--- src/rtl/itp_pkg.sv ---
// shared types, character codes and helpers for the infix to postfix converter
`timescale 1ns / 1ps
package itp_pkg;

    // character codes with a role in the expression
    localparam logic [7:0] CH_OPEN  = 8'h28;
    localparam logic [7:0] CH_CLOSE = 8'h29;
    localparam logic [7:0] CH_MUL   = 8'h2A;
    localparam logic [7:0] CH_ADD   = 8'h2B;
    localparam logic [7:0] CH_SUB   = 8'h2D;
    localparam logic [7:0] CH_DIV   = 8'h2F;

    // input item
    typedef struct packed {
        logic [7:0] symbol;
        logic       last;
    } t_in;

    // result item
    typedef struct packed {
        logic [7:0] symbol_res;
        logic       last_res;
        logic       overflow;
    } t_out;

    // character class decided by the front end
    typedef enum logic [1:0] {
        K_OTHER = 2'b00,
        K_OPEN  = 2'b01,
        K_CLOSE = 2'b10,
        K_OP    = 2'b11
    } t_kind;

    // classified item carried by the queue
    typedef struct packed {
        t_kind      kind;
        logic [7:0] symbol;
        logic       last;
    } t_cmd;

    // queue status seen by the back end and the top level
    typedef struct packed {
        logic empty;
        logic full;
    } t_q_status;

    // operator weight: 2 for multiply and divide, 1 for add and subtract
    function automatic logic [1:0] weight_of(input logic [7:0] c);
        logic [1:0] w;
        if (c == CH_MUL || c == CH_DIV) begin
            w = 2'd2;
        end else if (c == CH_ADD || c == CH_SUB) begin
            w = 2'd1;
        end else begin
            w = 2'd0;
        end
        return w;
    endfunction

endpackage

--- src/rtl/itp_ram.sv ---
// generic single write port ram with registered read
`timescale 1ns / 1ps
module itp_ram #(
    parameter int WIDTH = 8,
    parameter int DEPTH = 32
) (
    input  logic                     i_clk,
    input  logic                     i_we,
    input  logic [$clog2(DEPTH)-1:0] i_waddr,
    input  logic [WIDTH-1:0]         i_wdata,
    input  logic [$clog2(DEPTH)-1:0] i_raddr,
    output logic [WIDTH-1:0]         o_rdata
);

    logic [WIDTH-1:0] r_mem [DEPTH];
    logic [WIDTH-1:0] r_rdata;

    // write port and registered read port
    always_ff @(posedge i_clk) begin
        if (i_we) begin
            r_mem[i_waddr] <= i_wdata;
        end
        r_rdata <= r_mem[i_raddr];
    end

    assign o_rdata = r_rdata;

endmodule

--- src/rtl/itp_front.sv ---
// front end: accepts input items, classifies them and queues them for the back end
`timescale 1ns / 1ps
module itp_front import itp_pkg::*; (
    input  logic      i_clk,
    input  logic      i_rst_n,
    input  logic      i_in_valid,
    input  t_in       i_in_data,
    output logic      o_in_stall,
    input  logic      i_deq,
    output t_cmd      o_cmd,
    output t_q_status o_status
);

    localparam int QD = 4;

    t_cmd       r_q [QD];
    logic [1:0] r_wptr, n_wptr;
    logic [1:0] r_rptr, n_rptr;
    logic [2:0] r_cnt, n_cnt;
    t_cmd       w_cmd;
    logic       w_enq;

    // classify the incoming character
    always_comb begin
        w_cmd.symbol = i_in_data.symbol;
        w_cmd.last   = i_in_data.last;
        if (i_in_data.symbol == CH_OPEN) begin
            w_cmd.kind = K_OPEN;
        end else if (i_in_data.symbol == CH_CLOSE) begin
            w_cmd.kind = K_CLOSE;
        end else if (weight_of(i_in_data.symbol) != 2'd0) begin
            w_cmd.kind = K_OP;
        end else begin
            w_cmd.kind = K_OTHER;
        end
    end

    assign o_status.full  = (r_cnt == 3'(QD));
    assign o_status.empty = (r_cnt == 3'd0);
    assign o_in_stall     = o_status.full;
    assign w_enq          = i_in_valid && !o_status.full;
    assign o_cmd          = r_q[r_rptr];

    // pointer and fill count update
    always_comb begin
        n_wptr = r_wptr;
        n_rptr = r_rptr;
        n_cnt  = r_cnt;
        if (w_enq) begin
            n_wptr = r_wptr + 2'd1;
        end
        if (i_deq) begin
            n_rptr = r_rptr + 2'd1;
        end
        if (w_enq && !i_deq) begin
            n_cnt = r_cnt + 3'd1;
        end else if (!w_enq && i_deq) begin
            n_cnt = r_cnt - 3'd1;
        end
    end

    // queue control
    always_ff @(posedge i_clk) begin
        if (!i_rst_n) begin
            r_wptr <= 2'd0;
            r_rptr <= 2'd0;
            r_cnt  <= 3'd0;
        end else begin
            r_wptr <= n_wptr;
            r_rptr <= n_rptr;
            r_cnt  <= n_cnt;
        end
    end

    // queue storage
    always_ff @(posedge i_clk) begin
        if (w_enq) begin
            r_q[r_wptr] <= w_cmd;
        end
    end

endmodule

--- src/rtl/itp_back.sv ---
// back end: operator stack sequencer and output register
`timescale 1ns / 1ps
module itp_back import itp_pkg::*; #(
    parameter int STACK_DEPTH = 32
) (
    input  logic      i_clk,
    input  logic      i_rst_n,
    input  t_cmd      i_cmd,
    input  t_q_status i_q_status,
    output logic      o_deq,
    output logic      o_out_valid,
    output t_out      o_out_data,
    input  logic      i_out_stall
);

    localparam int AW = $clog2(STACK_DEPTH);
    localparam int CW = $clog2(STACK_DEPTH + 1);

    typedef enum logic [4:0] {
        S_IDLE  = 5'b00001,
        S_CLOSE = 5'b00010,
        S_OP    = 5'b00100,
        S_FLUSH = 5'b01000,
        S_TERM  = 5'b10000
    } t_state;

    t_state          r_state, n_state;
    logic [CW-1:0]   r_count, n_count;
    logic            r_ovf, n_ovf;
    logic [7:0]      r_top, n_top;
    t_cmd            r_cur, n_cur;
    logic            r_out_valid;
    t_out            r_out;

    logic            w_can_emit;
    logic            w_emit;
    t_out            w_emit_data;
    logic            w_push;
    logic [7:0]      w_push_val;
    logic            w_pop;
    logic            w_we;
    logic [7:0]      w_second;
    logic [CW-1:0]   w_rd_idx;
    logic            w_has;
    logic            w_top_open;
    t_state          w_done;

    assign w_can_emit = !r_out_valid || !i_out_stall;
    assign w_has      = (r_count != '0);
    assign w_top_open = (r_top == CH_OPEN);
    assign w_done     = r_cur.last ? S_FLUSH : S_IDLE;

    // sequencer: one stack move, one emit per cycle, bar stalls
    always_comb begin
        n_state     = r_state;
        n_cur       = r_cur;
        o_deq       = 1'b0;
        w_emit      = 1'b0;
        w_emit_data = '0;
        w_push      = 1'b0;
        w_push_val  = r_cur.symbol;
        w_pop       = 1'b0;
        unique case (r_state)
            S_IDLE: begin
                if (!i_q_status.empty) begin
                    unique case (i_cmd.kind)
                        K_OPEN: begin
                            o_deq      = 1'b1;
                            w_push     = 1'b1;
                            w_push_val = i_cmd.symbol;
                            n_state    = i_cmd.last ? S_FLUSH : S_IDLE;
                        end
                        K_CLOSE: begin
                            o_deq   = 1'b1;
                            n_cur   = i_cmd;
                            n_state = S_CLOSE;
                        end
                        K_OP: begin
                            o_deq   = 1'b1;
                            n_cur   = i_cmd;
                            n_state = S_OP;
                        end
                        K_OTHER: begin
                            if (w_can_emit) begin
                                o_deq                  = 1'b1;
                                w_emit                 = 1'b1;
                                w_emit_data.symbol_res = i_cmd.symbol;
                                n_state = i_cmd.last ? S_FLUSH : S_IDLE;
                            end
                        end
                        default: ;
                    endcase
                end
            end
            S_CLOSE: begin
                // pop down to the matching open, which is dropped
                if (!w_has) begin
                    n_state = w_done;
                end else if (w_top_open) begin
                    w_pop   = 1'b1;
                    n_state = w_done;
                end else if (w_can_emit) begin
                    w_emit                 = 1'b1;
                    w_emit_data.symbol_res = r_top;
                    w_pop                  = 1'b1;
                end
            end
            S_OP: begin
                // pop entries of equal or higher weight, then push
                if (w_has && !w_top_open &&
                    (weight_of(r_cur.symbol) <= weight_of(r_top))) begin
                    if (w_can_emit) begin
                        w_emit                 = 1'b1;
                        w_emit_data.symbol_res = r_top;
                        w_pop                  = 1'b1;
                    end
                end else begin
                    w_push  = 1'b1;
                    n_state = w_done;
                end
            end
            S_FLUSH: begin
                if (!w_has) begin
                    n_state = S_TERM;
                end else if (w_can_emit) begin
                    w_emit                 = 1'b1;
                    w_emit_data.symbol_res = r_top;
                    w_pop                  = 1'b1;
                end
            end
            S_TERM: begin
                if (w_can_emit) begin
                    w_emit               = 1'b1;
                    w_emit_data.last_res = 1'b1;
                    w_emit_data.overflow = r_ovf;
                    n_state              = S_IDLE;
                end
            end
            default: n_state = S_IDLE;
        endcase
    end

    // stack pointer, cached top entry and sticky overflow
    always_comb begin
        n_count = r_count;
        n_top   = r_top;
        n_ovf   = r_ovf;
        w_we    = 1'b0;
        if (w_push) begin
            if (r_count < CW'(STACK_DEPTH)) begin
                w_we    = 1'b1;
                n_count = r_count + CW'(1);
                n_top   = w_push_val;
            end else begin
                n_ovf = 1'b1;
            end
        end else if (w_pop) begin
            n_count = r_count - CW'(1);
            n_top   = w_second;
        end
        if (r_state == S_TERM && w_emit) begin
            n_ovf = 1'b0;
        end
    end

    // keep the entry below the top prefetched for the next pop
    assign w_rd_idx = n_count - CW'(2);

    itp_ram #(
        .WIDTH (8),
        .DEPTH (STACK_DEPTH)
    ) u_stack (
        .i_clk   (i_clk),
        .i_we    (w_we),
        .i_waddr (r_count[AW-1:0]),
        .i_wdata (w_push_val),
        .i_raddr (w_rd_idx[AW-1:0]),
        .o_rdata (w_second)
    );

    // control registers
    always_ff @(posedge i_clk) begin
        if (!i_rst_n) begin
            r_state     <= S_IDLE;
            r_count     <= '0;
            r_ovf       <= 1'b0;
            r_out_valid <= 1'b0;
        end else begin
            r_state <= n_state;
            r_count <= n_count;
            r_ovf   <= n_ovf;
            if (w_emit) begin
                r_out_valid <= 1'b1;
            end else if (!i_out_stall) begin
                r_out_valid <= 1'b0;
            end
        end
    end

    // payload registers
    always_ff @(posedge i_clk) begin
        r_top <= n_top;
        r_cur <= n_cur;
        if (w_emit) begin
            r_out <= w_emit_data;
        end
    end

    assign o_out_valid = r_out_valid;
    assign o_out_data  = r_out;

endmodule

--- src/rtl/infix_to_postfix_converter.sv ---
// top level of the shunting-yard infix to postfix converter
//
// Input channel: one infix character per item (symbol, last), taken when
// i_in_valid is high and o_in_stall is low. Output channel: postfix
// characters, then one terminator item (symbol_res 0, last_res 1, overflow
// set if a push met a full stack) after the item marked last.
// A four-entry queue sits between the front end and the stack sequencer, so
// input items keep flowing while the sequencer works or the output stalls.
// A plain character passes the queue register, then the output register.
// Sequencer steps: a plain character or '(' is handled straight from idle
// and each emitted stack entry takes its own step; ')' and operators take
// a dispatch step first, then operators a push step and ')' a step that
// drops its '('. The terminator takes an empty-check step, then an emit. Pops
// use a cached top, next entry prefetched, one pop per cycle unless stalled.
// Reset (synchronous, active low) empties the stack, the queue and the
// output register and clears the overflow flag; no clearing pass is needed.
// When the receiver stalls, the output item holds and the next emit waits;
// input is stalled only once the queue is full.
`timescale 1ns / 1ps
module infix_to_postfix_converter import itp_pkg::*; #(
    parameter int STACK_DEPTH = 32
) (
    input  logic i_clk,
    input  logic i_rst_n,
    input  logic i_in_valid,
    input  t_in  i_in_data,
    output logic o_in_stall,
    output logic o_out_valid,
    output t_out o_out_data,
    input  logic i_out_stall
);

    t_cmd      w_cmd;
    t_q_status w_q_status;
    logic      w_deq;

    // accept and classify
    itp_front u_front (
        .i_clk      (i_clk),
        .i_rst_n    (i_rst_n),
        .i_in_valid (i_in_valid),
        .i_in_data  (i_in_data),
        .o_in_stall (o_in_stall),
        .i_deq      (w_deq),
        .o_cmd      (w_cmd),
        .o_status   (w_q_status)
    );

    // stack sequencer
    itp_back #(
        .STACK_DEPTH (STACK_DEPTH)
    ) u_back (
        .i_clk       (i_clk),
        .i_rst_n     (i_rst_n),
        .i_cmd       (w_cmd),
        .i_q_status  (w_q_status),
        .o_deq       (w_deq),
        .o_out_valid (o_out_valid),
        .o_out_data  (o_out_data),
        .i_out_stall (i_out_stall)
    );

    // the sequencer never takes from an empty queue
    a_no_deq_empty: assert property (@(posedge i_clk) disable iff (!i_rst_n)
        !(w_deq && w_q_status.empty))
        else $error("dequeue from empty queue");

    // a terminator carries a zero character
    a_term_zero: assert property (@(posedge i_clk) disable iff (!i_rst_n)
        (o_out_valid && o_out_data.last_res) |-> (o_out_data.symbol_res == 8'd0))
        else $error("terminator with nonzero character");

    // overflow is only reported on a terminator
    a_ovf_term: assert property (@(posedge i_clk) disable iff (!i_rst_n)
        (o_out_valid && !o_out_data.last_res) |-> !o_out_data.overflow)
        else $error("overflow flagged on a character item");

    // a full queue stalls the input until the sequencer takes an entry
    a_full_stall: assert property (@(posedge i_clk) disable iff (!i_rst_n)
        (w_q_status.full && !w_deq) |=> o_in_stall)
        else $error("queue full but input not stalled");

endmodule

--- config.mk ---
export PLATFORM = sky130hd
export DESIGN_NAME = infix_to_postfix_converter
export DESIGN_NICKNAME = d
export VERILOG_FILES = /design/src/rtl/itp_pkg.sv /design/src/rtl/itp_ram.sv /design/src/rtl/itp_front.sv /design/src/rtl/itp_back.sv /design/src/rtl/infix_to_postfix_converter.sv
export SDC_FILE = /design/constraint.sdc
export NUM_CORES = 1
export LEC_CHECK = 0
export BUFFER_PORTS_ARGS = -buffer_cell sky130_fd_sc_hd__buf_2
export CAP_MARGIN = 20
export CORE_UTILIZATION = 60
export DETAILED_ROUTE_END_ITERATION = 8
export PLACE_DENSITY = 0.77
export SLEW_MARGIN = 20
export SYNTH_ARGS = -nofsm -noshare
export SYNTH_HDL_FRONTEND = slang
export SYNTH_SLANG_ARGS = --single-unit
--- constraint.sdc ---
create_clock -name i_clk -period 5.7 [get_ports i_clk]
set_clock_uncertainty 0.15 [all_clocks]
set_input_delay 0.57 -clock i_clk [delete_from_list [all_inputs] [get_ports i_clk]]
set_output_delay 0.57 -clock i_clk [all_outputs]
set_load 0.01 [all_outputs]
==> run_results.csv <==
group,metric,value,unit
cells_and_area,seq_area,0.01042,mm²
clock_tree,cts_setup_buffers,0,
critical_path,cp.required,6.01,ns
synth,syn-num-nets,962,
die,core-area,0.02446,mm²
synth,synth.area.mux_share,12.79,%
critical_path,crit_type,"flip-flop to flip-flop",
placement,dpl.cell_count,1259,
cells_and_area,final_core_util,68.11,%
min_path,min_path_cells,1,
pwr,clock_power_share,30.1,%
pwr,p_comb_share,24.4,%
sta,rsz0062_at_grt,"no",
synth,synth_simple_gate_area_share,8.587,%
drt,drt_iter0_markers,969,
die,top_level_ports,25,
global_routing,antenna_found_initial,3,
pwr,p_sw_share,29.49,%
sta,hold_ws,0.1255,ns
cells_and_area,multi_input_area,0.004320,mm²
clock_tree,cts_max_level,2,
sta,drv_slew,0,
critical_path,rr_worst_depth,15,
pwr,switching_power,2.272,mW
sta,clock.fmax,193.7,MHz
clock_tree,cts_buffer_depth,3,
sta,post-route-period-util,90.56,%
critical_path,cpMaxStageDelayCell,"a41oi_2",
clock_tree,holdBufCountCts,0,
sta,slew_headroom,34.08,%
global_routing,grt_pass1_vias,8473,
pwr,p_per_area,462.4,mW/mm²
clock_tree,numClockSinks,357,
critical_path,max_stage_delay,0.63,ns
synth,syn_area_per_cell,16.03,µm²
die,die_area,0.02567,mm²
critical_path,reg2reg_from,"u_back.r_cur[5]",
cells_and_area,final_area,0.01666,mm²
die,rows,57,
synth,synthAdderAreaFrac,1.049,%
placement,placed_area,0.01548,mm²
die,die_w,160.2,µm
sta,period_minus_slack,5.162,ns
clock_tree,ctsResizeCount,0,
synth,synth_top_family_by_area,"multiplexers",
sta,worst_pin_slew,0.9888,ns
placement,place_hpwl,20.38,mm
status,status,"finished clean",
min_path,whs_endpoint,"u_front.r_q[2][0]",
pwr,seqPwrFrac,45.5,%
global_routing,grt_max_degree,34,
drt,dr.pass1.iters,5,
drt,routed_wl,32.13,mm
critical_path,startpoint_type,"flip-flop",
cells_and_area,diodes,0,
synth,synth_top_area_share,65.37,%
synth,post-synth-top-area-cell,"edfxtp_1",
clock_tree,cts-root-buf,"clkbuf_16",
cells_and_area,layout.cells.non_filler,1325,
critical_path,cp_max_fo,33,
drt,wire_per_inst,24.25,µm
critical_path,path_cells,"nor4_1 > and3_1 > ha_1 > nor2b_1 > o21ai_1 > a311oi_1 > a41oi_2 > and3_2 > or2_1 > buf_12 > mux2i_1 > mux4_2 > a22o_1 > or4_1 > nand3_1",
synth,yosys-top-cells-area,"edfxtp_1 (65%), mux4_2 (6.0%), dfxtp_1 (4.0%)",
synth,async_flop_share,0,%
drt,postRouteAntennaNets,0,
die,initial_utilization,61.41,%
global_routing,grt_pass1_wl,49.54,mm
pwr,p_leak,5.688,nW
pwr,intPower,5.432,mW
clock_tree,numCtsBuffers,37,
clock_tree,clock_latency,0.52,ns
synth,syn_area,0.01502,mm²
sta,final.setup.tns,0,ns
placement,place_congestion,0.9059,
global_routing,gr-total-overflow,0,
critical_path,worst_r2r_endpoint,"u_back.u_stack.o_rdata[5]",
drt,vias_per_cell,6.377,
min_path,worstHoldPathType,"input pin to flip-flop",
synth,ys_ff_latch,357,
synth,yosysWarnings,0,
cells_and_area,final.fill_count,1577,
die,fp.dieH,160.2,µm
cells_and_area,drive_gt1_share,20.18,%
min_path,hold_start,"i_in_data[0]",
clock_tree,cts.clk_slew.worst_paths,0.06,ns
critical_path,end_kind,"flip-flop",
placement,port-buffer-count,24,
synth,ys_types,73,
synth,synth-edff-count,327,
global_routing,track_usage,25.84,%
drt,drc_errors,0,
synth,synth_compound_area_share,5.014,%
synth,synthFlopType,"edfxtp_1",
synth,ys_seq_area_share,69.37,%
sta,hold_violations,0,
clock_tree,cts_tree,"built",
synth,synthCells,937,
sta,setup_viol,0,
pwr,peakVddDrop,289.6,µV
synth,synth_xor_xnor_area_share,1.233,%
critical_path,reg2reg_slack,0.54,ns
cells_and_area,area_growth,10.91,%
cells_and_area,nNetsFinal,999,
critical_path,crit_arrival,5.47,ns
flow_run,cap_viol_max_count,0,
drt,vias,8449,
==> through the flow <==
stage          setup WS, ns  power [mW]
4_1_cts              0.6727       7.716
3_5_place_dp         0.7571       5.415
6_report             0.5383       7.704
5_1_grt              0.3137       7.999
2_1_floorplan         1.742       4.834
3_3_place_gp         0.9095       5.361
==> Yosys cell counts, types with 13 or more instances <==
library cell / number
edfxtp_1: 327
nor2_1: 77
nand2_1: 72
mux2i_1: 42
mux4_2: 40
mux2_2: 38
dfxtp_1: 30
nand3_1: 24
o22ai_1: 18
clkbuf_1: 16
o21ai_0: 14
and2_1: 13
buf_2: 13
==> sequential cells by signal, summed over array words and instances, names as in the netlist, named ones only <==
signal / cells
u_back.u_stack.r_mem: 256
u_back.r_ovf: 1
u_back.r_cur: 9
u_back.r_state: 5
u_back.o_out_data: 10
u_back.r_top: 8
u_front.r_cnt: 3
u_back.r_count: 6
u_front.r_rptr: 2
u_front.r_q: 44
u_back.o_out_valid: 1
u_front.r_wptr: 2
u_back.u_stack.o_rdata: 8
==> layout by cell type (no fill, tap or decap), types with 12 or more instances in the layout <==
| cell | synthesis | layout |
|---|---|---|
| nor3_1 | 12 | 12 |
| nand3_1 | 24 | 24 |
| nand2_1 | 72 | 72 |
| nor2_1 | 77 | 77 |
| dfxtp_1 | 30 | 30 |
| buf_4 | 4 | 12 |
| o21ai_0 | 14 | 14 |
| clkbuf_16 | 0 | 37 |
| mux2_2 | 38 | 38 |
| buf_2 | 13 | 24 |
| mux4_2 | 40 | 40 |
| and2_1 | 13 | 13 |
| o22ai_1 | 18 | 18 |
| edfxtp_1 | 327 | 327 |
| mux2i_1 | 42 | 42 |
==> logic make-up (layout without fill, tap and decap cells) <==
group | Yosys count | count (layout)
DFF | 357 | 357
and+or+nand+nor | 263 | 263
muxes | 130 | 130
AOI/OAI and AO/OA | 101 | 101
buffers and inverters | 55 | 119
xor gates and xnor gates | 19 | 19
adders and majority gates | 12 | 12
==> how the worst max path moves through the flow <==
stage / from / endpoint / slack [ns] / depth (start not counted)
after floorplan: u_back.r_cur[5] / u_back.u_stack.o_rdata[5] / 1.74 / 15
after global placement: u_back.r_cur[5] / u_back.u_stack.o_rdata[5] / 0.91 / 15
after detailed placement: u_back.r_cur[5] / u_back.u_stack.o_rdata[5] / 0.76 / 15
after CTS: u_back.r_cur[5] / u_back.u_stack.o_rdata[5] / 0.67 / 15
after global routing: u_back.r_cur[5] / u_back.u_stack.o_rdata[5] / 0.31 / 15
final: u_back.r_cur[5] / u_back.u_stack.o_rdata[5] / 0.54 / 15
==> critical path: cells and delay by family, from the launching register on <==
| kind | cells | cell delay, ns |
|---|---|---|
| simple gates | 7 | 1.91 |
| compound gates | 4 | 1.55 |
| mux | 2 | 0.62 |
| flops | 1 | 0.39 |
| fa+ha+maj | 1 | 0.24 |
| buf+inv | 1 | 0.24 |
==> per-layer routing <==
layer,global-route usage (%),vias up,part of all wire (%)
met5,0,-,0.087
met4,8.095,4,2.7
met3,6.182,73,8.7
met2,40.24,380,47
met1,36.39,4248,42
li1,-,3744,-
==> power groups by stage <==
stage / logic [mW] / clock network (mW) / registers (mW)
global placement: 1.81 / 0 / 3.55
CTS: 1.87 / 2.34 / 3.50
finish: 1.88 / 2.32 / 3.51
detailed placement: 1.86 / 0 / 3.56
floorplan: 1.34 / 0 / 3.49
global route: 2.02 / 2.46 / 3.52
==> layout make-up <==
type	instances	area share, %
clock inverters	17	0.9913
clock buffers	49	6.068
multi-input cells	525	25.93
inverters	13	0.2929
repair buffers	40	1.742
flip-flops and latches	357	62.54
well taps	324	2.433
(Power assumes the default switching activity.)
